==> config.mk <==
export PLATFORM = sky130hd
export DESIGN_NAME = rbch_fifo
export DESIGN_NICKNAME = d
export VERILOG_FILES = /design/src/sv/rbch_fifo.sv
export SDC_FILE = /design/constraint.sdc
export NUM_CORES = 1
export LEC_CHECK = 0
export BUFFER_PORTS_ARGS = -buffer_cell sky130_fd_sc_hd__buf_2
export CAP_MARGIN = 15
export CORE_MARGIN = 1.5
export CORE_UTILIZATION = 35
export CTS_CLUSTER_DIAMETER = 40
export CTS_CLUSTER_SIZE = 25
export DETAILED_ROUTE_END_ITERATION = 8
export PLACE_DENSITY = 0.52
export SLEW_MARGIN = 0
export SYNTH_ARGS = -nofsm -noshare
export SYNTH_HDL_FRONTEND = slang
export SYNTH_SLANG_ARGS = --single-unit
==> constraint.sdc <==
create_clock -name clk_i -period 1.7 [get_ports clk_i]
set_input_delay 0.255 -clock clk_i [delete_from_list [all_inputs] [get_ports clk_i]]
set_output_delay 0.255 -clock clk_i [all_outputs]
set_load 0.01 [all_outputs]
==> src/sv/rbch_fifo.sv <==
`timescale 1ns / 1ps
`default_nettype none
module rbch_fifo #(
  parameter int WIDTH = 8,
  parameter int DEPTH = 4
) (
  input  wire               clk_i,
  input  wire               rst_ni,
  input  wire               push_valid_i,
  output logic              push_ready_o,
  input  wire  [WIDTH-1:0]  push_data_i,
  output logic              pop_valid_o,
  input  wire               pop_ready_i,
  output logic [WIDTH-1:0]  pop_data_o
);

  localparam int AW = $clog2(DEPTH);

  logic [WIDTH-1:0] mem_q [DEPTH];
  logic [AW-1:0]    wr_q, rd_q;
  logic [AW:0]      cnt_q;
  logic             push, pop;

  assign push_ready_o = (cnt_q != (AW+1)'(DEPTH));
  assign pop_valid_o  = (cnt_q != '0);
  assign push         = push_valid_i && push_ready_o;
  assign pop          = pop_valid_o && pop_ready_i;
  assign pop_data_o   = mem_q[rd_q];

  always_ff @(posedge clk_i or negedge rst_ni) begin
    if (!rst_ni) begin
      wr_q  <= '0;
      rd_q  <= '0;
      cnt_q <= '0;
    end else begin
      if (push) wr_q <= wr_q + AW'(1);
      if (pop) rd_q <= rd_q + AW'(1);
      if (push && !pop) cnt_q <= cnt_q + (AW+1)'(1);
      else if (pop && !push) cnt_q <= cnt_q - (AW+1)'(1);
    end
  end

  always_ff @(posedge clk_i) begin
    if (push) mem_q[wr_q] <= push_data_i;
  end

  a_fifo_bound: assert property (@(posedge clk_i) disable iff (!rst_ni)
    cnt_q <= (AW+1)'(DEPTH))
    else $error("fifo count beyond depth");

endmodule
`default_nettype wire

==> flow_metrics.env <==
export IMPL_p_per_area_nw_per_um2=1740
export IMPL_nNetsFinal=144
export IMPL_p_int_uw=2600
export IMPL_synth_mux_area_frac=0.130
export IMPL_start_util=0.364
export IMPL_vias=796
export IMPL_grt_pass1_wl_mm=4.28
export IMPL_wl_per_cell_um=13.7
export IMPL_syn_inst=77
export IMPL_dieArea_sq_um=4940
export IMPL_required_ns=1.90
export IMPL_pin_count=22
export IMPL_drc_errors=0
export IMPL_diodes=0
export IMPL_yosysWarnings=0
export IMPL_yosysSeqAreaShare=0.717
export IMPL_area_growth_pct=31.8
export IMPL_fin_crit_sh=1.09
export IMPL_grt_max_degree=14
export IMPL_first_global_vias=859
export IMPL_fin_area_sq_um=2090
export IMPL_reg2reg_depth=8
export IMPL_worstMarginPinSlew_ns=0.240
export IMPL_crit_arrival_ns=2.06
export IMPL_reg2reg_from="cnt_q[2]$_DFFE_PN0P_"
export IMPL_combPwrFrac=0.400
export IMPL_synth_cell_types=20
export IMPL_die_x_um=70.3
export IMPL_status="finished with violations"
export IMPL_worstSetupStartpoint="cnt_q[2]$_DFFE_PN0P_"
export IMPL_syn_nets=95
export IMPL_p_clk_frac=0.205
export IMPL_seqCellArea_sq_um=1140
export IMPL_rsz0062_at_grt="yes"
export IMPL_numCtsBuffers=5
export IMPL_path_clk_slew_ns=0.08
export IMPL_insertion_delay_ns=0.29
export IMPL_htreeDepth=2
export IMPL_whs_ns=0.177
export IMPL_worst_setup_path_type="reg -> reg"
export IMPL_synthAdderAreaFrac=0.0521
export IMPL_placed_area_sq_um=1900
export IMPL_peakVddDrop_uv=579
export IMPL_max_clock_path_buffers=2
export IMPL_failed_checks="negative setup slack"
export IMPL_fin_crit_ns=1.86
export IMPL_ys_ff_latch=39
export IMPL_swShare=0.283
export IMPL_max_slew_margin=0.840
export IMPL_routabilityCongestion=0.713
export IMPL_first_pass_iters=4
export IMPL_sequentialPowerShare=0.396
export IMPL_start_kind="flip-flop"
export IMPL_gr_total_overflow=0
export IMPL_grt_antenna_before_repair=0
export IMPL_synth_xor_area_share=0.0332
export IMPL_slew_viol_final=0
export IMPL_power_uw=3630
export IMPL_syn_area_sq_um=1580
export IMPL_cap_viol_max_count=0
export IMPL_drt_iter0_markers=39
export IMPL_rows=24
export IMPL_dpl_cell_count=166
export IMPL_hpwl_mm=1.95
export IMPL_synth_compound_area_share=0.00711
export IMPL_cts_sinks=39
export IMPL_cts_root_buf="clkbuf_8"
export IMPL_drive_gt1_frac=0.551
export IMPL_p_switching_uw=1030
export IMPL_setup_violations=6
export IMPL_hp_start="push_data_i[5]"
export IMPL_synth_simple_area_share=0.0450
export IMPL_avgSynthCellArea_sq_um=20.6
export IMPL_multiInputGateArea_sq_um=443
export IMPL_fill_cells=373
export IMPL_timing_fmax_mhz=538
export IMPL_place_ws_ns=-0.170
export IMPL_worst_slack_ns=-0.160
export IMPL_die_h_um=70.3
export IMPL_synth_top_family_by_area="multiplexers"
export IMPL_finalNonFillerCells=179
export IMPL_viasPerCell=4.45
export IMPL_finalWirelength_mm=2.45
export IMPL_power_leakage_uw=0.000815
export IMPL_hold_viol_final=0
export IMPL_cts_tree="done"
export IMPL_gr_usage_all_layers=0.117
export IMPL_critical_path_max_fanout=2
export IMPL_drtAntennaViolNets=0
export IMPL_port_buffers=21
export IMPL_finClkSkew_ns=0.00867
export IMPL_cp_end_kind="flip-flop"
export IMPL_hold_path_class="in -> reg"
export IMPL_coreArea_sq_um=4350
export IMPL_hold_path_cell_count=1
-- critical path: stages, from the launching register on --
cell     delay (ns)
dfrtp_1        0.39
or3_4          0.41
nand2_4        0.08
ha_4           0.13
inv_2          0.03
fa_2           0.32
xor2_1         0.14
nor2_1         0.12
xor2_1         0.16
-- through the flow --
stage	utilization	setup TNS, ns
6_report	0.480	-0.295
5_1_grt	0.480	-0.880
4_1_cts	0.474	-0.443
3_5_place_dp	0.435	-0.292
3_3_place_gp	0.435	-0.161
2_1_floorplan	-	-0.384
-- synth_stat cells --
master	number	area (sq um)
fa_1	1	20.0
inv_1	3	11.3
nor2_1	1	3.75
nand3_2	1	10.0
and2_1	4	25.0
mux2_4	1	15.0
buf_4	1	7.51
mux2_2	1	11.3
ha_1	5	62.6
nand2_4	1	11.3
or3_4	1	11.3
clkbuf_2	1	5.00
nand2_1	1	3.75
a21boi_2	1	11.3
nor2_2	1	6.26
dfrtp_1	7	175
xnor2_1	4	35.0
xor2_1	2	17.5
edfxtp_1	32	961
mux4_2	8	180
-- power groups by stage --
| stage | clock network [uW] | logic [uW] | registers [uW] |
|---|---|---|---|
| 5_1_grt | 805 | 1590 | 1470 |
| 2_1_floorplan | 0 | 836 | 1400 |
| 6_report | 743 | 1450 | 1440 |
| 3_5_place_dp | 0 | 1320 | 1460 |
| 4_1_cts | 766 | 1410 | 1450 |
| 3_3_place_gp | 0 | 1310 | 1440 |
-- final timing paths --
| kind | to | slack [ns] |
|---|---|---|
| min in group asynchronous | cnt_q[1]$_DFFE_PN0P_ | 0.33 |
| hold reg to reg | cnt_q[1]$_DFFE_PN0P_ | 0.58 |
| setup reg to reg | cnt_q[2]$_DFFE_PN0P_ | -0.16 |
| max in group asynchronous | rd_q[1]$_DFFE_PN0P_ | 1.20 |
| setup / recovery | cnt_q[2]$_DFFE_PN0P_ | -0.16 |
| hold / removal | mem_q[0][5]$_DFFE_PP_ | 0.18 |
-- cells in the final DEF, fill, tap and decap left out --
cell            n
xor2_1          2
dfrtp_2         1
nand3_2         1
buf_6           7
and2_1          4
a21boi_2        1
nor2_1          1
nor2_2          1
bufinv_16       1
clkinv_2        1
mux4_2          8
clkbuf_8        5
nand2_4         1
dlygate4sd3_1   1
buf_2          16
buf_4          20
inv_1           2
clkinv_4        1
xnor2_1         4
fa_2            1
nand2_1         1
dfrtp_1         6
ha_1            4
or3_4           1
mux2_4          2
inv_2           1
ha_4            1
edfxtp_1       32
-- routing by layer --
layer	wire length (um)	part of all wire	track usage
met5	0	0	0
met4	49	0.020	0.0513
met3	104	0.042	0.0361
met2	1260	0.52	0.187
met1	1030	0.42	0.148
-- area by class of cell --
type	count	area share
multi-input cells	33	0.212
repair buffers	44	0.153
clock buffers	5	0.0330
flip-flops and latches	39	0.545
inverters	3	0.00539
clock inverters	3	0.0210
well taps	52	0.0312
-- repair_timing --
item	in CTS	in global routing
hold buffers	1	0
hold endpoints to repair	7	0
gates resized for setup	5	3
pin swaps	3	0
buffers inserted	3	1
endpoints found under the setup margin	10	10
-- cells by family (layout without fill, tap and decap cells) --
| logic type | count (synthesis) | count (layout) |
|---|---|---|
| compound gates | 1 | 1 |
| fa+ha+maj | 6 | 6 |
| simple gates | 10 | 10 |
| xor+xnor | 6 | 6 |
| flops | 39 | 39 |
| buf+inv | 5 | 55 |
| mux | 10 | 10 |
-- sequential cells by signal, indices dropped and copies added, names as in the netlist --
signal,flops
wr_q,2
mem_q,32
rd_q,2
cnt_q,3
Power figures use the tool's default switching activity.
