## config.mk

```make
export PLATFORM = sky130hd
export DESIGN_NAME = rbch_front
export DESIGN_NICKNAME = d
export VERILOG_FILES = /design/src/sv/rbch_pkg.sv /design/src/sv/rbch_front.sv
export SDC_FILE = /design/constraint.sdc
export NUM_CORES = 1
export LEC_CHECK = 0
export BUFFER_PORTS_ARGS = -buffer_cell sky130_fd_sc_hd__buf_2
export CAP_MARGIN = 10
export CORE_MARGIN = 3
export CORE_UTILIZATION = 40
export DETAILED_ROUTE_END_ITERATION = 7
export PLACE_DENSITY = 0.67
export SLEW_MARGIN = 5
export SYNTH_ARGS = -nofsm -noshare
export SYNTH_HDL_FRONTEND = slang
export SYNTH_SLANG_ARGS = --single-unit
```

## constraint.sdc

```tcl
create_clock -name clk_i -period 9.01 [get_ports clk_i]
set_clock_uncertainty 0.1 [all_clocks]
set_input_delay 0.4505 -clock clk_i [delete_from_list [all_inputs] [get_ports clk_i]]
set_output_delay 0.4505 -clock clk_i [all_outputs]
set_load 0.01 [all_outputs]
```

## src/sv/rbch_pkg.sv

```systemverilog
`timescale 1ns / 1ps
`default_nettype none
package rbch_pkg;

  localparam int RECIP_WIDTH = 48;
  localparam int HALF_WIDTH  = RECIP_WIDTH / 2;
  localparam logic [RECIP_WIDTH-1:0] RECIP_SAT = {1'b0, {(RECIP_WIDTH-1){1'b1}}};
  localparam int ID_WIDTH = 16;
  localparam int CFG_INDEX_WIDTH = 3;

  typedef enum logic [CFG_INDEX_WIDTH-1:0] {
    REG_ORIGIN_X = 3'd0,
    REG_ORIGIN_Y = 3'd1,
    REG_DIR_X    = 3'd2,
    REG_DIR_Y    = 3'd3,
    REG_MAX_DIST = 3'd4
  } cfg_reg_e;

  typedef enum logic [2:0] {
    SU_IDLE,
    SU_SQR,
    SU_SUM,
    SU_ROOT,
    SU_LOAD,
    SU_DIV,
    SU_STORE
  } su_state_e;

  typedef enum logic [2:0] {
    BK_IDLE,
    BK_MUL,
    BK_SCALE,
    BK_CMP,
    BK_PMUL,
    BK_PT
  } bk_state_e;

  typedef struct packed {
    logic busy;
    logic ray_ready;
  } su_status_t;

endpackage
`default_nettype wire

```

## src/sv/rbch_front.sv

```systemverilog
`timescale 1ns / 1ps
`default_nettype none
module rbch_front #(
  parameter int COORD_WIDTH = 32
) (
  input  wire                                  clk_i,
  input  wire                                  rst_ni,
  input  wire                                  in_valid_i,
  output logic                                 in_ready_o,
  input  wire  logic signed [COORD_WIDTH-1:0]  box_center_x_i,
  input  wire  logic signed [COORD_WIDTH-1:0]  box_center_y_i,
  input  wire  logic [COORD_WIDTH-2:0]         box_half_width_i,
  input  wire  logic [COORD_WIDTH-2:0]         box_half_height_i,
  input  wire  logic [rbch_pkg::ID_WIDTH-1:0]  box_id_i,
  input  wire                                  box_active_i,
  input  wire                                  last_box_i,
  input  rbch_pkg::su_status_t                 status_i,
  input  wire  logic signed [COORD_WIDTH-1:0]  origin_x_i,
  input  wire  logic signed [COORD_WIDTH-1:0]  origin_y_i,
  output logic                                 push_valid_o,
  input  wire                                  push_ready_i,
  output logic                                 take_o,
  output logic                                 last_o,
  output logic [rbch_pkg::ID_WIDTH-1:0]        id_o,
  output logic signed [COORD_WIDTH+1:0]        dx_lo_o,
  output logic signed [COORD_WIDTH+1:0]        dx_hi_o,
  output logic signed [COORD_WIDTH+1:0]        dy_lo_o,
  output logic signed [COORD_WIDTH+1:0]        dy_hi_o
);

  localparam int DFW = COORD_WIDTH + 2;

  logic stage_q, accept, take, keep;

  assign in_ready_o = !status_i.busy && (!stage_q || push_ready_i);
  assign accept     = in_valid_i && in_ready_o;
  assign take       = box_active_i && status_i.ray_ready;
  // drop skipped boxes that do not close a set
  assign keep       = take || last_box_i;

  always_ff @(posedge clk_i or negedge rst_ni) begin
    if (!rst_ni) begin
      stage_q <= 1'b0;
    end else if (accept) begin
      stage_q <= keep;
    end else if (push_ready_i) begin
      stage_q <= 1'b0;
    end
  end

  always_ff @(posedge clk_i) begin
    if (accept) begin
      take_o  <= take;
      last_o  <= last_box_i;
      id_o    <= box_id_i;
      dx_lo_o <= DFW'(box_center_x_i) - DFW'(box_half_width_i) - DFW'(origin_x_i);
      dx_hi_o <= DFW'(box_center_x_i) + DFW'(box_half_width_i) - DFW'(origin_x_i);
      dy_lo_o <= DFW'(box_center_y_i) - DFW'(box_half_height_i) - DFW'(origin_y_i);
      dy_hi_o <= DFW'(box_center_y_i) + DFW'(box_half_height_i) - DFW'(origin_y_i);
    end
  end

  assign push_valid_o = stage_q;

endmodule
`default_nettype wire

```

==> results of run 1 <==
==> worst max path at each step <==
| stage | from | endpoint | depth (start not counted) |
|---|---|---|---|
| floorplan | push_ready_i | dx_hi_o[0]$_DFFE_PP_ | 3 |
| CTS | box_half_height_i[0] | dy_hi_o[26]$_DFFE_PP_ | 14 |
| finish | box_half_height_i[0] | dy_hi_o[26]$_DFFE_PP_ | 14 |
| global route | box_half_height_i[0] | dy_hi_o[26]$_DFFE_PP_ | 14 |
| global placement | box_half_height_i[0] | dy_hi_o[26]$_DFFE_PP_ | 14 |
| detailed placement | box_half_height_i[0] | dy_hi_o[26]$_DFFE_PP_ | 14 |
==> power breakdown <==
| part | switching, µW | total (µW) | internal, µW |
|---|---|---|---|
| Combinational | 970 | 1630 | 663 |
| Clock | 309 | 714 | 405 |
| Sequential | 26.9 | 1000 | 976 |
==> worst max-delay path, delay by kind of cell <==
kind | cells | cell delay [ns]
XOR/XNOR | 1 | 0.15
AO/OA/AOI/OAI | 6 | 2.05
buffers and inverters | 3 | 0.25
AND/OR/NAND/NOR | 1 | 0.16
adder cells (fa/ha/maj) | 3 | 0.92
==> through the flow <==
stage | utilization (%) | setup slack (ns) | hold WS (ns) | std cells | area (µm²)
floorplan | - | 4.03 | 0.0549 | 1631 | 15500
global placement | 47.1 | 4.81 | 0.125 | 2474 | 17900
detailed placement | 47.1 | 4.68 | 0.126 | 2474 | 17900
CTS | 48.6 | 5.18 | 0.0469 | 2507 | 18400
global route | 48.6 | 4.86 | 0.0539 | 2507 | 18400
finish | 48.6 | 5.10 | 0.0826 | 2507 | 18400
==> per-layer routing <==
metal | global-route usage [%] | share of wire [%] | vias up
met3 | 4.54 | 7.3 | 43
met5 | 0 | 0 | -
met1 | 25.7 | 44 | 6098
met4 | 5.29 | 1.8 | 0
met2 | 32.1 | 47 | 418
li1 | - | - | 6195
==> cell usage after synthesis, types with 6 or more instances <==
cell	instances	area share (%)
nand3_1	33	1.1
nand2_1	99	2.4
and3_1	12	0.48
nor2_1	62	1.5
o31a_1	6	0.34
fa_1	126	16
o21ai_0	57	1.8
o31ai_1	12	0.58
a31oi_1	10	0.40
edfxtp_1	154	30
a21o_1	59	2.9
nor2b_1	12	0.48
a221oi_1	7	0.39
inv_1	347	8.4
o21bai_1	18	0.87
a2111oi_0	6	0.34
o211ai_1	11	0.53
a211oi_1	11	0.53
clkbuf_1	34	0.82
o21a_1	13	0.63
a21oi_1	132	4.3
and2_1	8	0.32
xnor2_1	75	4.2
nor3_1	21	0.68
xor2_1	44	2.5
nand4_1	23	0.93
ha_1	140	11
nand2b_1	13	0.52
==> layout by cell type, fill, tap and decap left out, types with 11 or more instances in the layout <==
cell       instances
nand2b_1          13
a21o_1            59
nor3_1            21
nand2_1           99
o31ai_1           12
edfxtp_1         154
a21oi_1          132
o21a_1            13
nand3_1           33
nor2_1            62
fa_1             126
clkbuf_16         17
buf_2            369
inv_1            347
ha_1             140
o21bai_1          18
xnor2_1           75
o21ai_0           57
a211oi_1          11
and3_1            12
xor2_1            44
nand4_1           23
nor2b_1           12
o211ai_1          11
==> registers in the layout, indices dropped and copies added, names as in the netlist <==
name and flops:
push_valid_o 1, last_o 1, dy_hi_o 34, dx_hi_o 34
dx_lo_o 34, id_o 16, take_o 1, dy_lo_o 34
==> cell type report <==
| class | count | area (µm²) |
|---|---|---|
| Tap cell | 511 | 639 |
| Clock inverter | 12 | 125 |
| Inverter | 347 | 1300 |
| Clock buffer | 20 | 437 |
| Timing Repair Buffer | 372 | 1870 |
| Fill cell | 3669 | 19500 |
| Sequential cell | 155 | 4650 |
| Multi-Input combinational cell | 1090 | 9420 |
==> kinds of logic after synthesis <==
group,Yosys count,synth area share [%]
buf+inv,386,9.40
fa+ha+maj,266,27.5
xor+xnor,119,6.71
compound gates,395,16.7
simple gates,308,9.58
flops,155,29.9
mux,2,0.129
==> out/qor.yml, run 1 <==
overflow: 0
cp.arrival_ns: 3.99
core_area_um2: 37900
hold_path_end: "id_o[15]$_DFFE_PP_"
cts-root-buf: "clkbuf_16"
cap_viol_max_count: 0
slowest_stage: "o311ai_0"
synth_seq_cells: 155
wl_per_cell_um: 16.0
dp_hpwl_um: 33100
crit_required_ns: 9.10
final_hold_viol_count: 0
design.die.area_um2: 41200
grt_pass1_vias: 13100
yosysSeqAreaShare_pct: 29.9
area_growth_pct: 18.8
drive_gt1_share_pct: 20.8
syn-cell-area_um2: 15500
cts_tree: "built"
crit_fanout: 5
hold_path.startpoint: "box_id_i[15]"
min_path_type: "in2reg"
ios: 370
antenna_left: 0
cts_hold_buffers: 1
slew_headroom_pct: 37.4
rr_endpoint: "dx_hi_o[33]$_DFFE_PP_"
vias: 12800
rsz0062_at_grt: "false"
setup_viol: 0
power_density_nw_per_um2: 182
regToRegSetupSlack_ns: 6.69
cts_buffer_depth: 2
synth-edff-count: 154
netlist_instances: 1631
drt-pass1-iter-count: 5
timing.final.crit_share_pct: 43.4
placementRows: 71
cts_sinks: 155
drtIter0Drc: 764
initial_core_util_pct: 40.9
cts-buffers-inserted: 17
rr_startpoint: "push_valid_o$_DFFE_PN0P_"
numPortBuffers: 369
htree_levels: 4
ys.flop_type: "edfxtp_1"
async_flop_share_pct: 0.645
critPathLaunchType: "input pin"
clkTransAtPathRegs_ns: 0.06
cp-end-kind: "flop"
die_x_um: 203
post_cts_buffers: 0
grt_max_degree: 64
clk_latency_ns: 0.44
irDropWorstVdd_mv: 0.130
cpPeakStageDelay_ns: 0.85
antennaDiodeCount: 0
grt_antenna_before_repair: 0
ys_warn_count: 0
path_class: "in2reg"
slew_viol_final: 0
gp_congestion: 0.870
routed_wl_um: 40000
via_per_inst: 5.09
status: "complete, no violations"
path_cells: "buf_2, inv_1, ha_1, ha_1, inv_1, fa_1, nand2b_1, a21oi_1, o31ai_1, o311ai_0, a21oi_1, o21ai_0, a31oi_1, xnor2_1"
post-route-min-period_ns: 3.91
grt_pass1_wl_um: 64400
setup_tns_ns: 0
grt_util_all_layers_pct: 19.4
drc: 0
synth_cell_type_count: 72
final_nets: 2463
whs_path_depth: 1
tightest_slew_ns: 0.927
timing.fmax_mhz: 256
syn-num-nets: 2111
worstRegToRegCells: 3
p_leak_uw: 0.00902
postSynthAreaPerCell_um2: 9.52
total_power_uw: 3350
ctsResizeCount: 0
die_h_um: 203
No activity file was read; power rests on OpenSTA's default activity.
==> run 2, diff against run 1 <==
Settings changed: ABC_AREA from default to 1, PLACE_DENSITY 0.67 to 0.66.
Clock period 9.01 ns to 3.8 ns, I/O delays scaled along.
==> run 2 against run 1 <==
  * Clock power up 150%
  * Area after synthesis up 14%
  * Global-route usage up 5.1 points
  * Largest cell class unchanged
  * Hold slack worse by 0.047 ns
  * Utilization up 0.12 points
  * Combinational power rose to 2.7 times the previous value
  * Largest power group unchanged
==> out/qor.yml, run 2 <==
path_common_cell: "nand2_1"
clkTransAtPathRegs_ns: 0.08  # +0.02 ns
post-synth-top-count-cell: "nand2_1"
p_comb_share_pct: 51.5  # +2.7 points
cp.buffers_inverters: 4  # +1
synth_seq_cells: 155  # unchanged
cp.arrival_ns: 2.98  # -1.01 ns
final_hold_viol_count: 0  # unchanged
post-route-min-period_ns: 2.87
cts_sinks: 155  # unchanged
min_path_type: "in2reg"
cts_tree: "built"
drtIter0Drc: 1402  # +84%
timing.final.crit_share_pct: 75.6
dp_hpwl_um: 49300  # +49%
drive_gt1_share_pct: 15.2  # -5.7 points
irDropWorstVdd_mv: 0.274  # +110%
timing.fmax_mhz: 348
power_density_nw_per_um2: 406  # +120%
design.die.area_um2: 46600  # +13%
drt-pass1-iter-count: 6  # +1
area_growth_pct: 19.6
final_common_cell: "nand2_1"
crit_fanout: 4  # -1
synth_cell_type_count: 24  # -67%
worstRegToRegCells: 9  # +6
ys.flop_type: "edfxtp_1"
p_switching_uw: 3850  # +190%
internal_power_uw: 4710  # +130%
p_seq_share_pct: 27.9  # -2.0 points
netlist_instances: 2460  # +51%
rsz0062_at_grt: "false"
die_h_um: 216  # +6.4%
syn-num-nets: 2940  # +39%
cts-buffers-inserted: 17  # unchanged
p_leak_uw: 0.0118  # +31%
netlist_top_cells_area: "edfxtp_1 (26%), nand2_1 (15%), fa_1 (14%)"
htree_levels: 4  # unchanged
slew_headroom_pct: 67.9  # +30 points
core_area_um2: 43300  # +14%
synth-edff-count: 154  # unchanged
numPortBuffers: 369  # unchanged
ys_warn_count: 0  # unchanged
rr_startpoint: "push_valid_o$_DFFE_PN0P_"
cpLargestDelayFamily: "simple AND/OR/NAND/NOR gates"
synth_top_area_share_pct: 26.2  # -3.6 points
path_cells: "dlygate4sd3_1, buf_2, inv_1, fa_1, inv_1, ha_1, nand3_1, nand3_2, nand2_1, nand2_1, nand3_1, nand2_1, nand2_1, nand2_1, nand2_1, nand2_1"
hold_path_end: "dy_hi_o[0]$_DFFE_PP_"
placementRows: 76  # +7.0%
vias: 17000  # +33%
grt_util_all_layers_pct: 24.5  # +5.1 points
path_class: "in2reg"
clk_latency_ns: 0.45  # about the same
via_per_inst: 4.89  # -3.8%
wl_per_cell_um: 16.5  # +3.6%
cp-end-kind: "flop"
cpPeakStageDelay_ns: 0.65  # -0.20 ns
slew_viol_final: 0  # unchanged
slowest_stage: "fa_1"
gp_congestion: 1.03  # +18%
final_nets: 3356  # +36%
overflow: 0  # unchanged
initial_core_util_pct: 40.8  # -0.18 points
layout_common_cells: "nand2_1 (696), inv_1 (652), buf_2 (369)"
async_flop_share_pct: 0.645  # unchanged
whs_ns: 0.0351  # -0.0475 ns
fill_cells: 4263  # +16%
whs_path_depth: 2  # +1
cts_buffer_depth: 2  # unchanged
drc: 0  # unchanged
grt_max_degree: 68  # +6.3%
crit_required_ns: 3.90  # -5.20 ns
yosysSeqAreaShare_pct: 26.4  # -3.6 points
switching_share_pct: 45.0  # +6.0 points
grt_antenna_before_repair: 0  # unchanged
ios: 370  # unchanged
p_clk_share_pct: 20.6  # -0.7 points
antennaDiodeCount: 0  # unchanged
post_cts_buffers: 0  # unchanged
cap_viol_max_count: 0  # unchanged
antenna_left: 0  # unchanged
die_x_um: 216  # +6.4%
setup_tns_ns: 0  # unchanged
critPathLaunchType: "input pin"
grt_pass1_wl_um: 88900  # +38%
synth_top_area_cell: "edfxtp_1"
setup_viol: 0  # unchanged
synth_common_cells: "nand2_1 (696), inv_1 (653), nor2_1 (201)"
regToRegSetupSlack_ns: 1.47  # -5.22 ns
tightest_slew_ns: 0.477  # -0.450 ns
routed_wl_um: 57400  # +44%
syn-cell-area_um2: 17600  # +14%
grt_pass1_vias: 16700  # +27%
postSynthAreaPerCell_um2: 7.17  # -25%
hold_path.startpoint: "box_center_y_i[0]"
cp.depth: 16  # +2
rr_endpoint: "push_valid_o$_DFFE_PN0P_"
cts-root-buf: "clkbuf_16"
status: "complete, no violations"
## run 2: metal layers
metal,part of all wire [%],vias to the layer above,track usage [%]
li1,-,8279,-
met1,43,7864,32.7
met2,46,756,40.6
met3,7.9,100,3.70
met4,3.3,0,8.71
met5,0,-,0
## run 2: power groups by stage
| stage | Combinational, µW | Clock, µW | Sequential, µW |
|---|---|---|---|
| finish | 4410 | 1760 | 2380 |
| global route | 4920 | 1870 | 2400 |
| CTS | 4360 | 1800 | 2380 |
| detailed placement | 4310 | 0 | 2420 |
| global placement | 4270 | 0 | 2420 |
| floorplan | 2790 | 0 | 2480 |
## run 2: cell families (layout without fill, tap and decap cells)
kind of cell,after synthesis,after routing,share of synthesized area (%)
adders and majority gates,266,266,24.2
buffers and inverters,653,1082,13.9
DFF,155,155,26.4
and+or+nand+nor,1076,1076,24.9
xor gates and xnor gates,66,66,3.28
AOI/OAI and AO/OA,244,244,7.32
## run 2: area by class of cell
| class | instances | area (µm²) | area share [%] |
|---|---|---|---|
| inverters | 653 | 2450 | 11.6 |
| clock buffers | 17 | 425 | 2.02 |
| repair buffers | 397 | 2140 | 10.2 |
| multi-input cells | 1652 | 10500 | 49.9 |
| flip-flops and latches | 155 | 4650 | 22.0 |
| well taps | 585 | 732 | 3.47 |
| clock inverters | 15 | 153 | 0.724 |
## run 2: timing repair
item,CTS,global route
hold endpoints to repair,22,0
resized for setup,0,0
hold buffers,25,0
## run 2: worst max-delay path by stage
stage / slack [ns] / end / from
finish: 0.93 / dx_hi_o[21]$_DFFE_PP_ / box_center_x_i[1]
global route: 0.79 / dx_hi_o[29]$_DFFE_PP_ / box_center_x_i[1]
global placement: 0.81 / dy_lo_o[22]$_DFFE_PP_ / box_center_y_i[0]
floorplan: 0.34 / dx_hi_o[0]$_DFFE_PP_ / push_valid_o$_DFFE_PN0P_
detailed placement: 0.70 / dy_lo_o[30]$_DFFE_PP_ / box_center_y_i[0]
CTS: 1.00 / dx_hi_o[21]$_DFFE_PP_ / box_center_x_i[1]
## run 2: metrics by stage
step / cell area, µm² / cells / worst slack [ns] / util (%) / power [µW]
3_3_place_gp: 20300 / 3417 / 0.812 / 46.8 / 6690
3_5_place_dp: 20300 / 3417 / 0.705 / 46.8 / 6730
6_report: 21100 / 3474 / 0.925 / 48.7 / 8550
4_1_cts: 21100 / 3474 / 1.00 / 48.7 / 8540
2_1_floorplan: 17600 / 2460 / 0.336 / - / 5270
5_1_grt: 21100 / 3474 / 0.789 / 48.7 / 9190
==> run 3, diff against run 2 <==
Clock period 3.8 ns to 2.78 ns, I/O delays scaled along.
==> run 3 against run 2 <==
  * First-iteration DRC count is 26% lower
  * Wire length is 6.9% higher
  * Sequential share of layout area is 0.79 points lower
  * Utilization is 1.8 points higher
  * Critical path depth stayed put
  * Global-route usage is 1.6 points higher
  * Flip-flop and latch count stayed put
  * Largest cell class unchanged
  * Highest routed layer is now met5
==> out/qor.yml, run 3 (synthesis gave the netlist of run 2 again) <==
status: "complete, no violations"
regToRegSetupSlack_ns: 0.34  # -1.13 ns
area_growth_pct: 24.1
cts_buffer_depth: 2  # unchanged
antennaDiodeCount: 0  # unchanged
die_h_um: 216  # unchanged
dp_hpwl_um: 53400  # +8.3%
drtIter0Drc: 1042  # -26%
cts_sinks: 155  # unchanged
layout_common_cells: "nand2_1 (690), inv_1 (652), buf_2 (368)"
final_nets: 3461  # +3.1%
path_class: "in2reg"
drive_gt1_share_pct: 18.3  # +3.1 points
cp-end-kind: "flop"
wl_per_cell_um: 17.2  # +3.8%
vias: 17200  # +1.3%
grt_util_all_layers_pct: 26.1  # +1.6 points
die_x_um: 216  # unchanged
core_area_um2: 43300  # unchanged
placementRows: 76  # unchanged
via_per_inst: 4.81  # -1.7%
power_density_nw_per_um2: 551  # +36%
crit_fanout: 4  # unchanged
cp-startpoint: "box_center_y_i[1]"
routed_wl_um: 61400  # +6.9%
overflow: 0  # unchanged
critPathLaunchType: "input pin"
hold_path_end: "dx_lo_o[0]$_DFFE_PP_"
post_cts_buffers: 0  # unchanged
drc: 0  # unchanged
drt-pass1-iter-count: 5  # -1
worstRegToRegCells: 9  # unchanged
finalNonFillerCells: 3579  # +3.0%
min_path_type: "in2reg"
crit_required_ns: 2.90  # -1.00 ns
timing.final.crit_share_pct: 95.0
grt_pass1_vias: 17200  # +3.0%
cap_viol_max_count: 0  # unchanged
hold_path.startpoint: "box_center_x_i[1]"
rr_endpoint: "push_valid_o$_DFFE_PN0P_"
switching_share_pct: 44.5  # -0.49 points
slew_headroom_pct: 67.6  # -0.26 points
tightest_slew_ns: 0.481  # +0.00388 ns
post-route-min-period_ns: 2.64
initial_core_util_pct: 40.8  # unchanged
clk_latency_ns: 0.45  # about the same
final_util_pct: 50.6  # +1.8 points
final_common_cell: "nand2_1"
p_comb_share_pct: 54.4  # +2.9 points
setup_tns_ns: 0  # unchanged
cts-root-buf: "clkbuf_16"
cts_tree: "built"
final_hold_viol_count: 0  # unchanged
numPortBuffers: 369  # unchanged
timing.fmax_mhz: 379
clkTransAtPathRegs_ns: 0.07  # about the same
place_area_um2: 21100  # +4.0%
htree_levels: 4  # unchanged
irDropWorstVdd_mv: 0.383  # +40%
grt_antenna_before_repair: 3  # +3
rsz0062_at_grt: "false"
p_seq_share_pct: 27.0  # -0.9 points
grt_pass1_wl_um: 94000  # +5.8%
p_leak_uw: 0.0123  # +4.0%
cts-buffers-inserted: 17  # unchanged
total_power_uw: 12000  # +41%
p_switching_uw: 5360  # +39%
gp_congestion: 0.983  # -4.5%
design.die.area_um2: 46600  # unchanged
rr_startpoint: "push_valid_o$_DFFE_PN0P_"
cp.arrival_ns: 2.76  # -0.22 ns
internal_power_uw: 6690  # +42%
setup_viol: 0  # unchanged
whs_path_depth: 3  # +1
p_clk_share_pct: 18.6  # -2.0 points
grt_max_degree: 49  # -28%
fin_area_um2: 21900  # +3.7%
slew_viol_final: 0  # unchanged
ios: 370  # unchanged
antenna_left: 0  # unchanged
placed_cells: 3522  # +3.1%
fill_cells: 4327  # +1.5%
==> run 3: cell types whose count changed in the layout (fill, tap and decap cells not counted), moves of 2 or more <==
cell	before	now
inv_6	6	2
inv_8	3	0
clkinvlp_4	3	6
nand2_2	19	25
clkinv_2	0	3
buf_4	1	105
clkinv_4	2	0
clkbuf_1	0	4
nand2_1	696	690
buf_12	2	4
==> run 3: layer usage <==
layer / share of wire [%] / GRT usage [%] / wire length, µm
met5: 0.077 / 0 / 47
met3: 6.4 / 4.35 / 3930
met4: 2.3 / 7.16 / 1420
met1: 44 / 34.4 / 27100
met2: 47 / 44.6 / 28900
==> run 3: worst max-delay path by stage <==
stage,endpoint,depth (start not counted)
finish,dy_hi_o[31]$_DFFE_PP_,16
global route,dy_hi_o[31]$_DFFE_PP_,16
CTS,dy_hi_o[30]$_DFFE_PP_,15
detailed placement,dy_hi_o[30]$_DFFE_PP_,17
global placement,dy_hi_o[30]$_DFFE_PP_,17
floorplan,dx_hi_o[0]$_DFFE_PP_,5
==> run 3: cell type report <==
type | instances | area (µm²) | area share (%)
inverter | 653 | 2450 | 11.2
tap | 585 | 732 | 3.35
multi-input combinational | 1652 | 10600 | 48.3
clock buffer | 22 | 454 | 2.08
sequential | 155 | 4650 | 21.3
timing repair buffer | 502 | 2960 | 13.5
clock inverter | 10 | 70.1 | 0.320
==> run 3: what timing repair did <==
action                                  4_1_cts  5_1_grt
endpoints found under the hold margin        22        0
endpoints found under the setup margin        0        9
hold buffers                                 25        0
resized for setup                             0        9
==> run 3: through the flow <==
stage / setup slack [ns] / hold slack, ns
floorplan: -0.684 / -0.257
global placement: -0.0555 / -0.178
detailed placement: -0.145 / -0.180
CTS: 0.0778 / 0.0542
global route: 0.00682 / 0.0854
finish: 0.140 / 0.0712
==> run 3: critical path, cell delays in order <==
cell,delay [ns]
dlygate4sd3_1,0.55
buf_4,0.14
inv_1,0.06
fa_1,0.57
inv_1,0.05
ha_1,0.29
nand3_1,0.12
nand3_4,0.12
nand2_1,0.07
nand2_2,0.10
nand2_1,0.07
nand2_2,0.11
nand2_2,0.09
buf_4,0.14
nand3_1,0.07
nand2_1,0.06
==> run 3: power by group through the flow <==
| stage | sequential, µW | combinational (µW) | clock [µW] |
|---|---|---|---|
| after floorplan | 3390 | 3810 | 0 |
| after global placement | 3300 | 6410 | 0 |
| after detailed placement | 3290 | 6460 | 0 |
| after CTS | 3250 | 6520 | 2290 |
| after global routing | 3270 | 7320 | 2370 |
| final | 3250 | 6560 | 2240 |
